[config.mk]
export PLATFORM = sky130hd
export DESIGN_NAME = sensor_frame_deframer_core
export DESIGN_NICKNAME = d
export VERILOG_FILES = /design/src/design/sfd_pkg.sv /design/src/design/sensor_frame_deframer_core.sv
export SDC_FILE = /design/constraint.sdc
export NUM_CORES = 1
export LEC_CHECK = 0
export BUFFER_PORTS_ARGS = -buffer_cell sky130_fd_sc_hd__buf_2
export CORE_MARGIN = 5
export CORE_UTILIZATION = 51
export CTS_CLUSTER_DIAMETER = 30
export CTS_CLUSTER_SIZE = 14
export DETAILED_ROUTE_END_ITERATION = 16
export GPL_TIMING_DRIVEN = 0
export PLACE_DENSITY = 0.74
export SYNTH_ARGS = -nofsm -noshare
export SYNTH_HDL_FRONTEND = slang
export SYNTH_SLANG_ARGS = --single-unit
[constraint.sdc]
create_clock -name clk -period 3.65 [get_ports clk]
set_clock_uncertainty 0.1 [all_clocks]
set_input_delay 0.1825 -clock clk [delete_from_list [all_inputs] [get_ports clk]]
set_output_delay 0.1825 -clock clk [all_outputs]
set_load 0.02 [all_outputs]
[src/design/sfd_pkg.sv]
// sfd_pkg: shared constants and types for the sensor frame deframer
// no dependencies; imported by sensor_frame_deframer_core
package sfd_pkg;

	localparam logic [7:0] SYNC_BYTE     = 8'hAA;
	localparam logic [7:0] TIME_TYPE     = 8'h05;
	localparam logic [7:0] TYPE_MIN      = 8'h01;
	localparam logic [7:0] TYPE_MAX      = 8'h05;
	localparam logic [3:0] TYPE_POS      = 4'd2;
	localparam logic [3:0] CHECK_POS_MIN = 4'd3;
	localparam logic [3:0] PAYLOAD_POS   = 4'd4;
	localparam logic [3:0] LONG_LAST     = 4'd10;
	localparam logic [3:0] SHORT_LAST    = 4'd6;
	localparam int         PAYLOAD_DEPTH = 6;
	localparam int         PIDX_W        = $clog2(PAYLOAD_DEPTH);

	// header hunt state
	typedef enum logic [1:0] {
		HUNT     = 2'd0,
		ONE_SYNC = 2'd1,
		IN_FRAME = 2'd2
	} hunt_t;

endpackage

[src/design/sensor_frame_deframer_core.sv]
// sensor_frame_deframer_core: byte-stream deframer for sensor frames
// depends on sfd_pkg (constants, hunt state type)
//
// usage:
//   input channel: one received serial byte per transfer on rx_byte
//   (in_valid / in_ready). the block hunts for two 0xAA header bytes,
//   then collects type, length, payload and checksum bytes.
//   output channel: one transfer per good frame (checksum matches the
//   8-bit sum of all earlier frame bytes, type 1 to 5) carrying
//   frame_type and up to three big-endian 16-bit values. bad frames
//   are dropped silently and the hunt restarts.
//   output timing: the checksum byte passes the input register, then
//   the frame check loads the result register and raises out_valid.
//   throughput: one byte per cycle unless the receiver stalls; the
//   frame state update is a single short step between the input
//   register and the result register. the input register lets a new
//   byte be taken while a finished result waits in the result register.
//   reset (arst_n low): both registers empty, hunt state cleared,
//   position, sum and type byte zeroed.
//   receiver stall: the result register holds, the input register
//   fills, then in_ready drops until out_ready returns.
module sensor_frame_deframer_core
	import sfd_pkg::*;
(
	input  logic        clk,
	input  logic        arst_n,
	input  logic        in_valid,
	output logic        in_ready,
	input  logic [7:0]  rx_byte,
	output logic        out_valid,
	input  logic        out_ready,
	output logic [2:0]  frame_type,
	output logic [15:0] first_value,
	output logic [15:0] second_value,
	output logic [15:0] third_value
);

	// input register stage
	logic       valid_s1;
	logic [7:0] byte_s1;

	// frame state
	hunt_t      hunt_q;
	logic [3:0] pos_q;
	logic [7:0] sum_q;
	logic [7:0] kind_q;
	logic [7:0] store_q [PAYLOAD_DEPTH];

	// result register
	logic        out_valid_q;
	logic [2:0]  type_q;
	logic [15:0] first_q;
	logic [15:0] second_q;
	logic [15:0] third_q;

	logic            advance;
	logic            step;
	logic [3:0]      last;
	logic            frame_end;
	logic            frame_ok;
	logic            emit;
	logic [3:0]      pidx_full;
	logic [PIDX_W-1:0] pidx;

	// the stage moves when the result register is free or being drained
	assign advance  = !out_valid_q || out_ready;
	assign in_ready = !valid_s1 || advance;
	assign step     = valid_s1 && advance;

	// last frame position (the checksum byte) follows from the type byte
	assign last      = (kind_q == TIME_TYPE) ? LONG_LAST : SHORT_LAST;
	assign frame_end = (hunt_q == IN_FRAME) && (pos_q >= CHECK_POS_MIN)
		&& (pos_q >= last);
	assign frame_ok  = (byte_s1 == sum_q) && (kind_q >= TYPE_MIN)
		&& (kind_q <= TYPE_MAX);
	assign emit      = frame_end && frame_ok;
	assign pidx_full = pos_q - PAYLOAD_POS;
	assign pidx      = pidx_full[PIDX_W-1:0];

	// input register
	always_ff @(posedge clk or negedge arst_n) begin
		if (!arst_n) begin
			valid_s1 <= 1'b0;
		end else if (in_ready) begin
			valid_s1 <= in_valid;
		end
	end

	always_ff @(posedge clk) begin
		if (in_valid && in_ready) begin
			byte_s1 <= rx_byte;
		end
	end

	// frame state update, one byte per step
	always_ff @(posedge clk or negedge arst_n) begin
		if (!arst_n) begin
			hunt_q <= HUNT;
			pos_q  <= '0;
			sum_q  <= '0;
			kind_q <= '0;
		end else if (step) begin
			case (hunt_q)
				ONE_SYNC: begin
					if (byte_s1 == SYNC_BYTE) begin
						hunt_q <= IN_FRAME;
						pos_q  <= TYPE_POS;
						sum_q  <= SYNC_BYTE + SYNC_BYTE;
					end else begin
						hunt_q <= HUNT;
					end
				end
				IN_FRAME: begin
					if (pos_q == TYPE_POS) begin
						kind_q <= byte_s1;
					end
					if (frame_end) begin
						hunt_q <= HUNT;
						pos_q  <= '0;
					end else begin
						sum_q <= sum_q + byte_s1;
						pos_q <= pos_q + 4'd1;
					end
				end
				default: begin
					hunt_q <= (byte_s1 == SYNC_BYTE) ? ONE_SYNC : HUNT;
				end
			endcase
		end
	end

	// payload bytes 4..9, no reset needed: a result only reads bytes of its own frame
	always_ff @(posedge clk) begin
		if (step && hunt_q == IN_FRAME && pos_q >= PAYLOAD_POS && pos_q < last) begin
			store_q[pidx] <= byte_s1;
		end
	end

	// result register
	always_ff @(posedge clk or negedge arst_n) begin
		if (!arst_n) begin
			out_valid_q <= 1'b0;
		end else if (advance) begin
			out_valid_q <= step && emit;
		end
	end

	always_ff @(posedge clk) begin
		if (step && emit) begin
			type_q  <= kind_q[2:0];
			first_q <= {store_q[0], store_q[1]};
			if (kind_q == TIME_TYPE) begin
				second_q <= {store_q[2], store_q[3]};
				third_q  <= {store_q[4], store_q[5]};
			end else begin
				second_q <= '0;
				third_q  <= '0;
			end
		end
	end

	assign out_valid    = out_valid_q;
	assign frame_type   = type_q;
	assign first_value  = first_q;
	assign second_value = second_q;
	assign third_value  = third_q;

	// checks
	a_type_range: assert property (@(posedge clk) disable iff (!arst_n)
		out_valid_q |-> (type_q >= 3'd1 && type_q <= 3'd5))
		else $error("result type out of range");

	a_short_zero: assert property (@(posedge clk) disable iff (!arst_n)
		(out_valid_q && type_q != TIME_TYPE[2:0]) |-> (second_q == '0 && third_q == '0))
		else $error("short frame result has nonzero extra values");

	a_pos_bound: assert property (@(posedge clk) disable iff (!arst_n)
		pos_q <= LONG_LAST)
		else $error("frame position past longest frame");

	a_hunt_pos: assert property (@(posedge clk) disable iff (!arst_n)
		(hunt_q != IN_FRAME) |-> (pos_q == '0))
		else $error("position not cleared outside a frame");

	a_emit_resync: assert property (@(posedge clk) disable iff (!arst_n)
		(step && emit) |=> (hunt_q == HUNT && out_valid_q))
		else $error("good frame did not load result and restart hunt");

endmodule
# Word level (Yosys, flattened, before mapping)

Memory sizes are Yosys's and may differ from the RTL's. A register that Yosys moved wholly into a read port is not among the register bits.
Index checks and enable logic that the tools add are counted.

Register bits: 35
Bits in writable memories: 48
Input port bits: 12
Output and inout bits: 53
Memories: 1

Add/subtract/negate cells: 3
Order comparisons: 6
Equal/unequal tests: 9
Muxes and demuxes: 13
Reductions and logical operators: 24

Memory list:

| name    | words | width | read ports | clocked after Yosys merged registers in | write ports | RTL line                         | text |
|---|---|---|---|---|---|---|---|
| store_q | 6     | 8     | 6          | 6                                       | 1           | sensor_frame_deframer_core.sv:47 | `logic [7:0] store_q [PAYLOAD_DEPTH];` |

Operators with widths:

| cell                  | number |
|---|---|
| $mux W8               | 2 |
| $pmux W8 S2           | 1 |
| $mux W4               | 3 |
| $logic_and A1 B1 Y1   | 11 |
| $add A8 B8 Y8         | 1 |
| $eq A8 B3 Y1 const B  | 1 |
| $eq A8 B8 Y1          | 1 |
| $eq A8 B8 Y1 const B  | 1 |
| $ge A8 B1 Y1 const B  | 1 |
| $le A8 B3 Y1 const B  | 1 |
| $pmux W4 S2           | 1 |
| $logic_not A1 Y1      | 6 |
| $ne A2 B2 Y1 const B  | 3 |
| $reduce_and A3 Y1     | 2 |
| $add A4 B1 Y4 const B | 1 |
| $eq A4 B2 Y1 const B  | 1 |
| $ge A4 B2 Y1 const B  | 1 |
| $ge A4 B3 Y1 const B  | 1 |
| $ge A4 B4 Y1          | 1 |
| $lt A4 B4 Y1          | 1 |
| $mux W2               | 2 |
| $pmux W2 S2           | 1 |
| $reduce_and A4 Y1     | 1 |
| $mux W1               | 3 |
| 6 further kinds       | 7 |

# Longest topological paths before layout

Gate-level depths: netlist of the first run.

Depth after elaboration: 8
Depth in mapped cells: 11
Depth with buffers taken out: 9

# Least setup slack after synthesis of the first run

No wires, ideal clock.

Path kind: register to register
From: register kind_q[7]
To: register first_q[0], in the netlist first_value[0], read port of store_q (enable)
Library setup time: 0.405 ns
Arrival time: 3.346 ns
Slack: -0.201 ns
Cell stages (with the launch flop): 10
Path buffers: 1
Clock period less this slack: 3.851 ns
Cells stage by stage: dfrtp_1 or4_4 nor4_4 buf_6 inv_1 ha_1 a21oi_1 a211oi_2 nand4_1 inv_1

Longest elaborated chain between the ends: 6
Elaborated cells on any way between the ends: 10
Those cells by class: order compare: 3; eq/ne: 1; mux: 1; reduce/logical: 5

RTL lines:

| what                   | RTL line                          | text |
|---|---|---|
| start, declared        | sensor_frame_deframer_core.sv:46  | `logic [7:0] kind_q;` |
| start signal, assigned | sensor_frame_deframer_core.sv:115 | `kind_q <= byte_s1;` |
| $eq A8 B3 Y1           | sensor_frame_deframer_core.sv:71  | `assign last = (kind_q == TIME_TYPE) ? LONG_LAST : SHORT_LAST;` |
| $mux W4                | sensor_frame_deframer_core.sv:71  |  |
| $ge A4 B4 Y1           | sensor_frame_deframer_core.sv:73  | `&& (pos_q >= last);` |
| $logic_and A1 B1 Y1    | sensor_frame_deframer_core.sv:73  |  |
| $logic_and A1 B1 Y1 *  | sensor_frame_deframer_core.sv:76  | `assign emit = frame_end && frame_ok;` |
| $logic_and A1 B1 Y1 *  | sensor_frame_deframer_core.sv:149 | `if (step && emit) begin` |
| end, declared          | sensor_frame_deframer_core.sv:52  | `logic [15:0] first_q;` |

Mark *: on every way between the ends. The rest lies on a longest branch, timed or not.
A chain may end at the register's enable or synchronous reset.

# Worst setup path after layout of the first run

From: register kind_q[7]
To: memory store_q[5][5] (enable)

Longest elaborated chain between the ends: 6

RTL lines:

| what                          | RTL line                          | text |
|---|---|---|
| $eq A8 B3 Y1                  | sensor_frame_deframer_core.sv:71  |  |
| $mux W4                       | sensor_frame_deframer_core.sv:71  |  |
| $lt A4 B4 Y1                  | sensor_frame_deframer_core.sv:134 | `if (step && hunt_q == IN_FRAME && pos_q >= PAYLOAD_POS && pos_q < last) begin` |
| $logic_and A1 B1 Y1           | sensor_frame_deframer_core.sv:134 |  |
| $mux W1                       | sensor_frame_deframer_core.sv:134 |  |
| $mux W1 (not written as such) | sensor_frame_deframer_core.sv:135 | `store_q[pidx] <= byte_s1;` |
| end, declared                 | sensor_frame_deframer_core.sv:47  |  |

No other way between the ends.

==> flow_metrics.py, run 1 <==
metrics = {
    "run_status": {
        "run_status": "finished, final reports clean",
    },
    "cells_and_area": {
        "nFillCells": 684,
        "layoutNonFillerInstCount": 552,
        "multiInputGateArea_sq_um": 1205,
        "fin_nets": 433,
        "register_area_sq_um": 3814,
        "syn2layout_area_growth_pct": 25.62,
        "fin_util": 0.6551,
        "n_antenna_cell": 0,
        "post-route-cell-area_sq_um": 6374,
        "drive_gt1_frac": 0.3484,
    },
    "cts": {
        "cts_max_level": 4,
        "cts_sinks": 131,
        "cts_tree": "yes",
        "cts_inserted_buffers": 17,
        "cts_root_buffer": "clkbuf_8",
        "clkSlewWorstSetupHoldPaths_ps": 60,
        "cts.path.max_buffers": 2,
        "insertion_delay_ps": 510,
    },
    "power_and_ir_drop": {
        "p_total_mw": 3.452,
        "p_comb_frac": 0.063,
        "max-vdd-ir-drop_uv": 378.5,
        "sw_frac_of_total": 0.2310,
        "p_leak_nw": 2.283,
        "clkPwrFrac": 0.446,
        "powerDensity_nw_per_um2": 541.6,
        "power_switching_uw": 797.2,
        "internal-power_mw": 2.655,
        "p_seq_frac": 0.492,
    },
    "setup_path": {
        "critPathLaunch": "kind_q[7]$_DFFE_PN0P_",
        "max_stage_delay_ps": 560,
        "start_kind": "flip-flop",
        "slowest_stage": "or4_4",
        "critPathArrivalTime_ps": 3650,
        "r2r-start": "kind_q[7]$_DFFE_PN0P_",
        "required_ps": 3780,
        "crit_path_end_kind": "flip-flop",
        "path_cells": "or4_4 -> nor4_4 -> buf_6 -> inv_1 -> ha_1 -> a21oi_2 -> and2_1 -> nand3b_1 -> or2_2 -> nor3_4 -> buf_12",
        "r2r_cells": 11,
        "path_class": "reg -> reg",
        "cp_max_fo": 10,
    },
    "synthesis": {
        "async_flop_share": 0.1832,
        "synth_area_leader_cell": "edfxtp_1",
        "ys_top_cells_by_count": "edfxtp_1 (107), dfrtp_1 (24), and2_1 (22)",
        "syn_area_per_cell_sq_um": 16.69,
        "synthDistinctLibCells": 48,
        "yosysTopAreaCellShare": 0.6333,
        "synthTopCellsByArea": "edfxtp_1 (63%), dfrtp_1 (12%), ha_1 (3.2%)",
        "synth_seq_area_share": 0.7517,
        "mappedNetlistArea_sq_um": 5074,
        "synth.net_count": 330,
        "synth_ff_type": "edfxtp_1",
        "synth_warnings": 0,
        "synth_edf_count": 107,
        "ys_seq_elements": 131,
        "synth_most_common_cell": "edfxtp_1",
        "synth_cells": 304,
    },
    "route": {
        "firstDrtPassIters": 4,
        "drt-total-wl_mm": 9.494,
        "routed-via-count": 2828,
        "via_per_inst": 5.123,
        "wl_per_cell_um": 17.20,
        "drtIter0Drc": 153,
        "ant_nets": 0,
        "drc_errors": 0,
    },
    "floorplanning": {
        "core-area_sq_um": 9729,
        "ioPinCount": 65,
        "row_count": 36,
        "die_area_sq_um": 12040,
        "die_h_um": 109.7,
        "die_w_um": 109.7,
        "start_util": 0.5215,
    },
    "global_routing": {
        "grt_antenna_before_repair": 0,
        "grt_remaining_overflow": 0,
        "grt_use_total": 0.1735,
        "grt_first_pass_wirelength_mm": 15.14,
        "grt_pass1_vias": 2861,
        "grt_max_degree": 25,
    },
    "timing": {
        "min_period_over_period": 0.9644,
        "clock.fmax_mhz": 284.1,
        "maxSlewHeadroom": 0.4061,
        "setup_viol": 0,
        "drv_slew": 0,
        "worst_pin_slew_ps": 883.5,
        "min_period_ps": 3520,
        "rsz0062_at_grt": "yes",
        "hold_viol": 0,
    },
    "placement": {
        "dp_hpwl_mm": 5.691,
        "gp_congestion": 0.8982,
        "place_area_sq_um": 5575,
        "place_inst": 501,
        "portBuffers": 64,
    },
    "run": {
        "maxCapViolations": 0,
    },
    "worst_hold_path": {
        "hold_class": "in -> async",
    },
}
routing by layer:
| layer | vias to the layer above | track usage | wire length [um] |
|---|---|---|---|
| li1 | 1348 | - | - |
| met1 | 1383 | 0.2293 | 4131 |
| met2 | 88 | 0.2816 | 4776 |
| met3 | 9 | 0.03993 | 479 |
| met4 | 0 | 0.06589 | 106 |
| met5 | - | 0 | 0 |
worst max-delay path: cells and delay by family, from the launching register on:
family / cells / cell delay (ps)
simple gates: 6 / 1880
buf+inv: 3 / 400
flops: 1 / 370
fa+ha+maj: 1 / 310
compound gates: 1 / 190
cell families after synthesis:
| group | count (synthesis) | share of synthesized area |
|---|---|---|
| AO/OA/AOI/OAI | 35 | 0.04735 |
| XOR/XNOR | 6 | 0.01036 |
| adder cells (fa/ha/maj) | 14 | 0.03601 |
| buffers and inverters | 20 | 0.02269 |
| flip-flops | 131 | 0.7517 |
| multiplexers | 10 | 0.02195 |
| AND/OR/NAND/NOR | 88 | 0.1100 |
cell type report:
class / count / share of cell area
clock inverter: 13 / 0.01983
sequential: 131 / 0.5984
timing repair buffer: 81 / 0.07892
buffer: 7 / 0.01040
inverter: 13 / 0.008245
tap: 133 / 0.02611
clock buffer: 18 / 0.06557
multi-input combinational: 153 / 0.1890
timing repair inverter: 3 / 0.003534
path summary, 6_finish.rpt:
| path | endpoint | slack, ps |
|---|---|---|
| worst max register to register | store_q[5][5]$_DFFE_PP_ | 130 |
| worst min register to register | first_value[7]$_DFFE_PP_ | 320 |
| worst min-delay path | kind_q[4]$_DFFE_PN0P_ | 110 |
| min in group clk | byte_s1[1]$_DFFE_PP_ | 280 |
| worst max-delay path | store_q[5][5]$_DFFE_PP_ | 130 |
| max in group asynchronous | pos_q[0]$_DFFE_PN0P_ | 2970 |
power by group through the flow:
| stage | combinational [mW] | clock (mW) | sequential [mW] |
|---|---|---|---|
| after floorplan | 0.152 | 0 | 1.70 |
| after global placement | 0.185 | 0 | 1.72 |
| after detailed placement | 0.194 | 0 | 1.73 |
| after CTS | 0.212 | 1.56 | 1.70 |
| after global routing | 0.243 | 1.64 | 1.70 |
| final | 0.216 | 1.54 | 1.70 |
sequential cells by signal (all words and copies together), names as in the netlist:
name / cells
frame_type: 3
hunt_q: 2
out_valid: 1
valid_s1: 1
pos_q: 4
byte_s1: 8
first_value: 16
store_q: 48
second_value: 16
third_value: 16
kind_q: 8
sum_q: 8
stage by stage:
| stage | worst slack (ps) | hold slack, ps | TNS, ps |
|---|---|---|---|
| floorplan | -7.290 | -213.1 | -58.32 |
| global placement | -519.5 | 103.1 | -33490 |
| detailed placement | -698.5 | 112.9 | -44560 |
| CTS | 6.712 | 107.1 | 0 |
| global route | -73.62 | 167.1 | -1321 |
| finish | 130.1 | 109.2 | 0 |
timing repair:
item	in CTS	in global routing
hold buffers	12	0
buffers inserted	4	1
hold endpoints to repair	34	0
endpoints found under the setup margin	99	48
pin swaps	3	2
cloned	3	0
resized for setup	9	3
cell usage in the layout (no fill, tap or decap), drive strengths merged, types with 2 or more instances in the layout:
master	count
xor2	4
clkinv	4
buf	76
dfrtp	24
nor4	3
xnor2	2
a21oi	9
nand3	13
and2	34
nor3	4
edfxtp	107
nor2	8
inv	17
nand3b	2
and4bb	2
nand2	8
clkbuf	18
o21ai	11
nand2b	4
a211oi	3
a31oi	2
mux2	9
dlygate4sd3	12
ha	13
or4	2
clkinvlp	7
(Power assumes the default switching activity.)
==> inputs of run 2 (changes only) <==
Settings changed: CORE_UTILIZATION 51 to 25, PLACE_DENSITY 0.74 to 0.42.
==> flow_metrics.py, run 2 (synthesis results as in run 1) <==
metrics = {
    "route": {
        "ant_nets": 0,
        "routed.top_layer": "met4",
        "wl_met2_mm": 5.089,
        "routed-via-count": 2777,
        "via_per_inst": 4.025,
        "m1WireLength_mm": 4.897,
        "wl_per_cell_um": 15.43,
        "firstDrtPassIters": 4,
        "drtIter0Drc": 131,
        "drc_errors": 0,
        "met3WireLength_um": 503,
        "drt-total-wl_mm": 10.65,
    },
    "floorplanning": {
        "row_count": 52,
        "die_area_sq_um": 23240,
        "die_w_um": 152.5,
        "start_util": 0.2524,
        "ioPinCount": 65,
        "die_h_um": 152.5,
        "core-area_sq_um": 20100,
    },
    "cells_and_area": {
        "final_cell_mix": "edfxtp_1 (107), buf_2 (66), dfrtp_1 (24), and2_1 (22), clkbuf_16 (17)",
        "drive_gt1_frac": 0.3476,
        "nFillCells": 1980,
        "post-route-cell-area_sq_um": 6604,
        "fin_nets": 433,
        "syn2layout_area_growth_pct": 30.16,
        "top_register": "store_q",
        "final_common_cell": "edfxtp_1",
        "n_antenna_cell": 0,
        "layoutNonFillerInstCount": 690,
        "largest_reg_flops": 48,
    },
    "timing": {
        "whs_ps": 37.93,
        "drv_slew": 0,
        "hold_viol": 0,
        "worst_pin_slew_ps": 646.7,
        "clock.fmax_mhz": 290.7,
        "min_period_ps": 3440,
        "tns_ps": 0,
        "maxSlewHeadroom": 0.5665,
        "setup_viol": 0,
        "min_period_over_period": 0.9425,
    },
    "setup_path": {
        "rr_endpoint": "store_q[5][4]$_DFFE_PP_",
        "required_ps": 3600,
        "start_kind": "flip-flop",
        "r2r_cells": 11,
        "path_cells": "or4_4 -> nor4_4 -> buf_4 -> buf_6 -> inv_1 -> ha_1 -> a21oi_1 -> and2_1 -> nand3b_1 -> or2_2 -> nor3_4",
        "critPathArrivalTime_ps": 3390,
        "r2r-start": "kind_q[7]$_DFFE_PN0P_",
        "critPathLaunch": "kind_q[7]$_DFFE_PN0P_",
        "reg2reg_slack_ps": 210,
        "path_class": "reg -> reg",
        "crit_end": "store_q[5][4]$_DFFE_PP_",
        "crit_path_end_kind": "flip-flop",
        "slowest_stage": "or4_4",
        "max_stage_delay_ps": 560,
        "cp_max_fo": 10,
    },
    "cts": {
        "cts_sinks": 131,
        "cts.path.max_buffers": 2,
        "clkSlewWorstSetupHoldPaths_ps": 60,
        "cts_tree": "yes",
        "insertion_delay_ps": 410,
        "cts_inserted_buffers": 17,
        "cts_max_level": 4,
        "cts_root_buffer": "clkbuf_16",
    },
    "global_routing": {
        "grt_max_degree": 25,
        "grt_antenna_before_repair": 0,
        "grt_use_total": 0.09432,
        "grt_remaining_overflow": 0,
        "grt_first_pass_wirelength_mm": 16.82,
        "grt_pass1_vias": 2898,
    },
    "power_and_ir_drop": {
        "max-vdd-ir-drop_uv": 221.3,
        "sw_frac_of_total": 0.2125,
        "internal-power_mw": 2.878,
        "power_switching_uw": 776.6,
        "powerDensity_nw_per_um2": 553.4,
        "p_comb_frac": 0.057,
        "p_leak_nw": 2.324,
        "p_seq_frac": 0.465,
        "clkPwrFrac": 0.478,
        "p_total_mw": 3.654,
    },
    "placement": {
        "place_inst": 638,
        "gp_congestion": 0.7544,
        "dp_hpwl_mm": 6.816,
        "portBuffers": 64,
        "place_area_sq_um": 5753,
    },
    "worst_hold_path": {
        "hold_class": "in -> reg",
        "min_path_cells": 3,
    },
    "run": {
        "maxCapViolations": 0,
    },
    "run_status": {
        "run_status": "finished, final reports clean",
    },
}
run 2: worst min-delay path by stage:
stage	start	slack [ps]	to
global route	out_ready	70	out_valid$_DFFE_PN0P_
CTS	out_ready	30	out_valid$_DFFE_PN0P_
finish	out_ready	40	out_valid$_DFFE_PN0P_
detailed placement	arst_n	140	sum_q[0]$_DFFE_PN0P_
global placement	arst_n	140	sum_q[0]$_DFFE_PN0P_
floorplan	arst_n	-210	hunt_q[0]$_DFFE_PN0P_
run 2: layout make-up:
type | instances | area [sq um] | share of cell area
Buffer | 7 | 66.31 | 0.01004
Clock buffer | 17 | 425.4 | 0.06442
Clock inverter | 15 | 187.7 | 0.02842
Inverter | 13 | 52.55 | 0.007958
Multi-Input combinational cell | 153 | 1210 | 0.1832
Sequential cell | 131 | 3814 | 0.5775
Tap cell | 270 | 337.8 | 0.05116
Timing Repair Buffer | 81 | 488.0 | 0.07389
Timing Repair inverter | 3 | 22.52 | 0.003410
run 2: layer usage:
layer  global-route usage  up-vias
li1                     -     1347
met1               0.1179     1342
met2               0.1518       73
met3              0.03153       15
met4              0.03691        0
met5                    0        -
run 2: metrics by stage:
step	util	worst slack, ps
after floorplan	-	-7.290
after global placement	0.2858	-813.1
after detailed placement	0.2862	-857.4
after CTS	0.3274	5.908
after global routing	0.3285	-6.095
final	0.3285	209.9
run 2: critical path, delay by kind of cell, from the launching register on:
kind	cells	cell delay (ps)
AOI/OAI and AO/OA	1	220
adders and majority gates	1	280
buffers and inverters	3	350
DFF	1	370
and+or+nand+nor	6	1780
run 2: repair_timing:
action	4_1_cts	5_1_grt
hold buffers	11	0
setup endpoints to repair	99	48
buffers inserted	5	1
cloned	3	0
gates resized for setup	9	2
hold endpoints to repair	33	0
pin swaps	3	2
run 2: power by group through the flow:
stage	Combinational, mW	Clock [mW]	Sequential [mW]
2_1_floorplan	0.152	0	1.70
4_1_cts	0.208	1.79	1.70
3_5_place_dp	0.194	0	1.73
6_report	0.207	1.75	1.70
5_1_grt	0.236	1.85	1.70
3_3_place_gp	0.193	0	1.73
==> inputs of run 3 (changes only) <==
Settings changed: GPL_TIMING_DRIVEN 0 to unset.
==> flow_metrics.py, run 3 (synthesis results as in run 1) <==
metrics = {
    "run_status": {
        "run_status": "finished, final reports clean",
    },
    "global_routing": {
        "grt_use_met2": 0.1439,
        "grt_antenna_before_repair": 0,
        "grt_pass1_vias": 2879,
        "grt-busiest-layer": "met2",
        "grt_remaining_overflow": 0,
        "grt_max_degree": 38,
        "grt_use_total": 0.09499,
        "grt_first_pass_wirelength_mm": 16.88,
        "grt_util_met1": 0.1232,
        "grtUsageMet3": 0.03465,
    },
    "cts": {
        "cts_sinks": 131,
        "cts.path.max_buffers": 2,
        "cts_tree": "yes",
        "cts_root_buffer": "clkbuf_16",
        "cts_inserted_buffers": 17,
        "insertion_delay_ps": 420,
        "post_cts.repair.setup_buffers": 0,
        "clkSlewWorstSetupHoldPaths_ps": 60,
        "cts_max_level": 4,
    },
    "power_and_ir_drop": {
        "internal-power_mw": 3.023,
        "p_seq_frac": 0.445,
        "power_switching_uw": 777.2,
        "sw_frac_of_total": 0.2045,
        "clkPwrFrac": 0.498,
        "p_comb_frac": 0.057,
        "powerDensity_nw_per_um2": 578.4,
        "p_leak_nw": 2.332,
        "max-vdd-ir-drop_uv": 247.6,
    },
    "floorplanning": {
        "die_w_um": 152.5,
        "ioPinCount": 65,
        "row_count": 52,
        "start_util": 0.2524,
        "die_h_um": 152.5,
        "die_area_sq_um": 23240,
        "core-area_sq_um": 20100,
    },
    "route": {
        "drc_errors": 0,
        "drt-total-wl_mm": 10.63,
        "drtIter0Drc": 157,
        "wl_per_cell_um": 15.46,
        "via_per_inst": 4.097,
        "firstDrtPassIters": 4,
        "ant_nets": 0,
        "routed-via-count": 2819,
    },
    "worst_hold_path": {
        "holdPathEnd": "out_valid$_DFFE_PN0P_",
        "min_path_cells": 3,
        "hold_class": "in -> reg",
        "worstHoldStart": "out_ready",
    },
    "setup_path": {
        "max_stage_delay_ps": 550,
        "required_ps": 3670,
        "start_kind": "flip-flop",
        "r2r_cells": 10,
        "rr_endpoint": "store_q[5][3]$_DFFE_PP_",
        "slowest_stage": "or4_4",
        "reg2reg_slack_ps": 400,
        "path_buf_inv": 2,
        "r2r-start": "kind_q[7]$_DFFE_PN0P_",
        "path_cells": "or4_4 -> nor4_4 -> inv_1 -> ha_1 -> a21oi_1 -> and2_1 -> nand3b_1 -> or2_2 -> nor3_1 -> buf_4",
        "critPathArrivalTime_ps": 3260,
        "crit_path_end_kind": "flip-flop",
        "path_class": "reg -> reg",
        "critPathTopFamily": "simple AND/OR/NAND/NOR gates",
        "cp_max_fo": 8,
    },
    "cells_and_area": {
        "syn2layout_area_growth_pct": 29.47,
        "largest_reg_flops": 48,
        "drive_gt1_frac": 0.3325,
        "n_antenna_cell": 0,
        "layoutNonFillerInstCount": 688,
        "top_register": "store_q",
        "final_cell_mix": "edfxtp_1 (107), buf_2 (64), dfrtp_1 (24), and2_1 (22), clkbuf_16 (17)",
        "post-route-cell-area_sq_um": 6569,
        "fin_nets": 431,
        "final_common_cell": "edfxtp_1",
    },
    "timing": {
        "rsz0062_at_grt": "no",
        "clock.fmax_mhz": 308.1,
        "min_period_over_period": 0.8891,
        "min_period_ps": 3245,
        "maxSlewHeadroom": 0.5936,
        "worst_pin_slew_ps": 609.6,
        "setup_viol": 0,
        "drv_slew": 0,
        "setup_slack_ps": 404.8,
        "hold_viol": 0,
    },
    "placement": {
        "pre_cts_slack_ps": 416.7,
        "dp_hpwl_mm": 7.218,
        "place_inst": 645,
        "gp_congestion": 0.7314,
        "portBuffers": 64,
        "place_area_sq_um": 5798,
    },
    "run": {
        "maxCapViolations": 0,
    },
}
[run 3: tightest hold or removal path, delay by kind of cell]
family,cells,cell delay (ps)
and+or+nand+nor,2,280
buffers and inverters,1,90
[run 3: timing repair]
| action | CTS | global route |
|---|---|---|
| resized for setup | 0 | 0 |
| hold endpoints to repair | 33 | 0 |
| hold buffers | 11 | 0 |
[run 3: worst max-delay path by stage]
stage                           from                 endpoint  depth (start not counted)
2_1_floorplan  kind_q[7]$_DFFE_PN0P_  store_q[5][0]$_DFFE_PP_                         10
3_3_place_gp   kind_q[7]$_DFFE_PN0P_  store_q[1][0]$_DFFE_PP_                         10
3_5_place_dp   kind_q[7]$_DFFE_PN0P_  store_q[1][4]$_DFFE_PP_                         10
4_1_cts        kind_q[7]$_DFFE_PN0P_  store_q[1][0]$_DFFE_PP_                         10
5_1_grt        kind_q[7]$_DFFE_PN0P_  store_q[5][3]$_DFFE_PP_                         10
6_report       kind_q[7]$_DFFE_PN0P_  store_q[5][3]$_DFFE_PP_                         10
[run 3: power by group through the flow]
stage | Sequential (mW) | Clock (mW) | Combinational (mW)
finish | 1.69 | 1.89 | 0.215
global route | 1.70 | 2.00 | 0.244
CTS | 1.69 | 1.94 | 0.220
detailed placement | 1.72 | 0 | 0.209
global placement | 1.72 | 0 | 0.210
floorplan | 1.70 | 0 | 0.152
[run 3: cell type report]
class                   count  area, sq um
repair buffers             89        548.0
well taps                 270        337.8
flip-flops and latches    131         3814
fillers                  1959        13540
inverters                  13        52.55
multi-input cells         153         1156
clock inverters            14        231.5
clock buffers              18        429.2
[run 3: routing by layer]
metal,wire length (um),up-vias,part of all wire
met5,0,-,0
met4,201,0,0.019
met3,566,17,0.053
met2,4903,94,0.46
met1,4962,1367,0.47
li1,-,1341,-
[run 3: metrics by stage]
step	power (mW)	hold WS, ps	utilization	setup TNS, ps
finish	3.800	95.25	0.3267	0
global route	3.943	108.0	0.3267	0
CTS	3.850	64.93	0.3267	0
detailed placement	1.932	131.3	0.2884	0
global placement	1.932	129.2	0.2884	0
floorplan	1.856	-213.1	-	-58.32
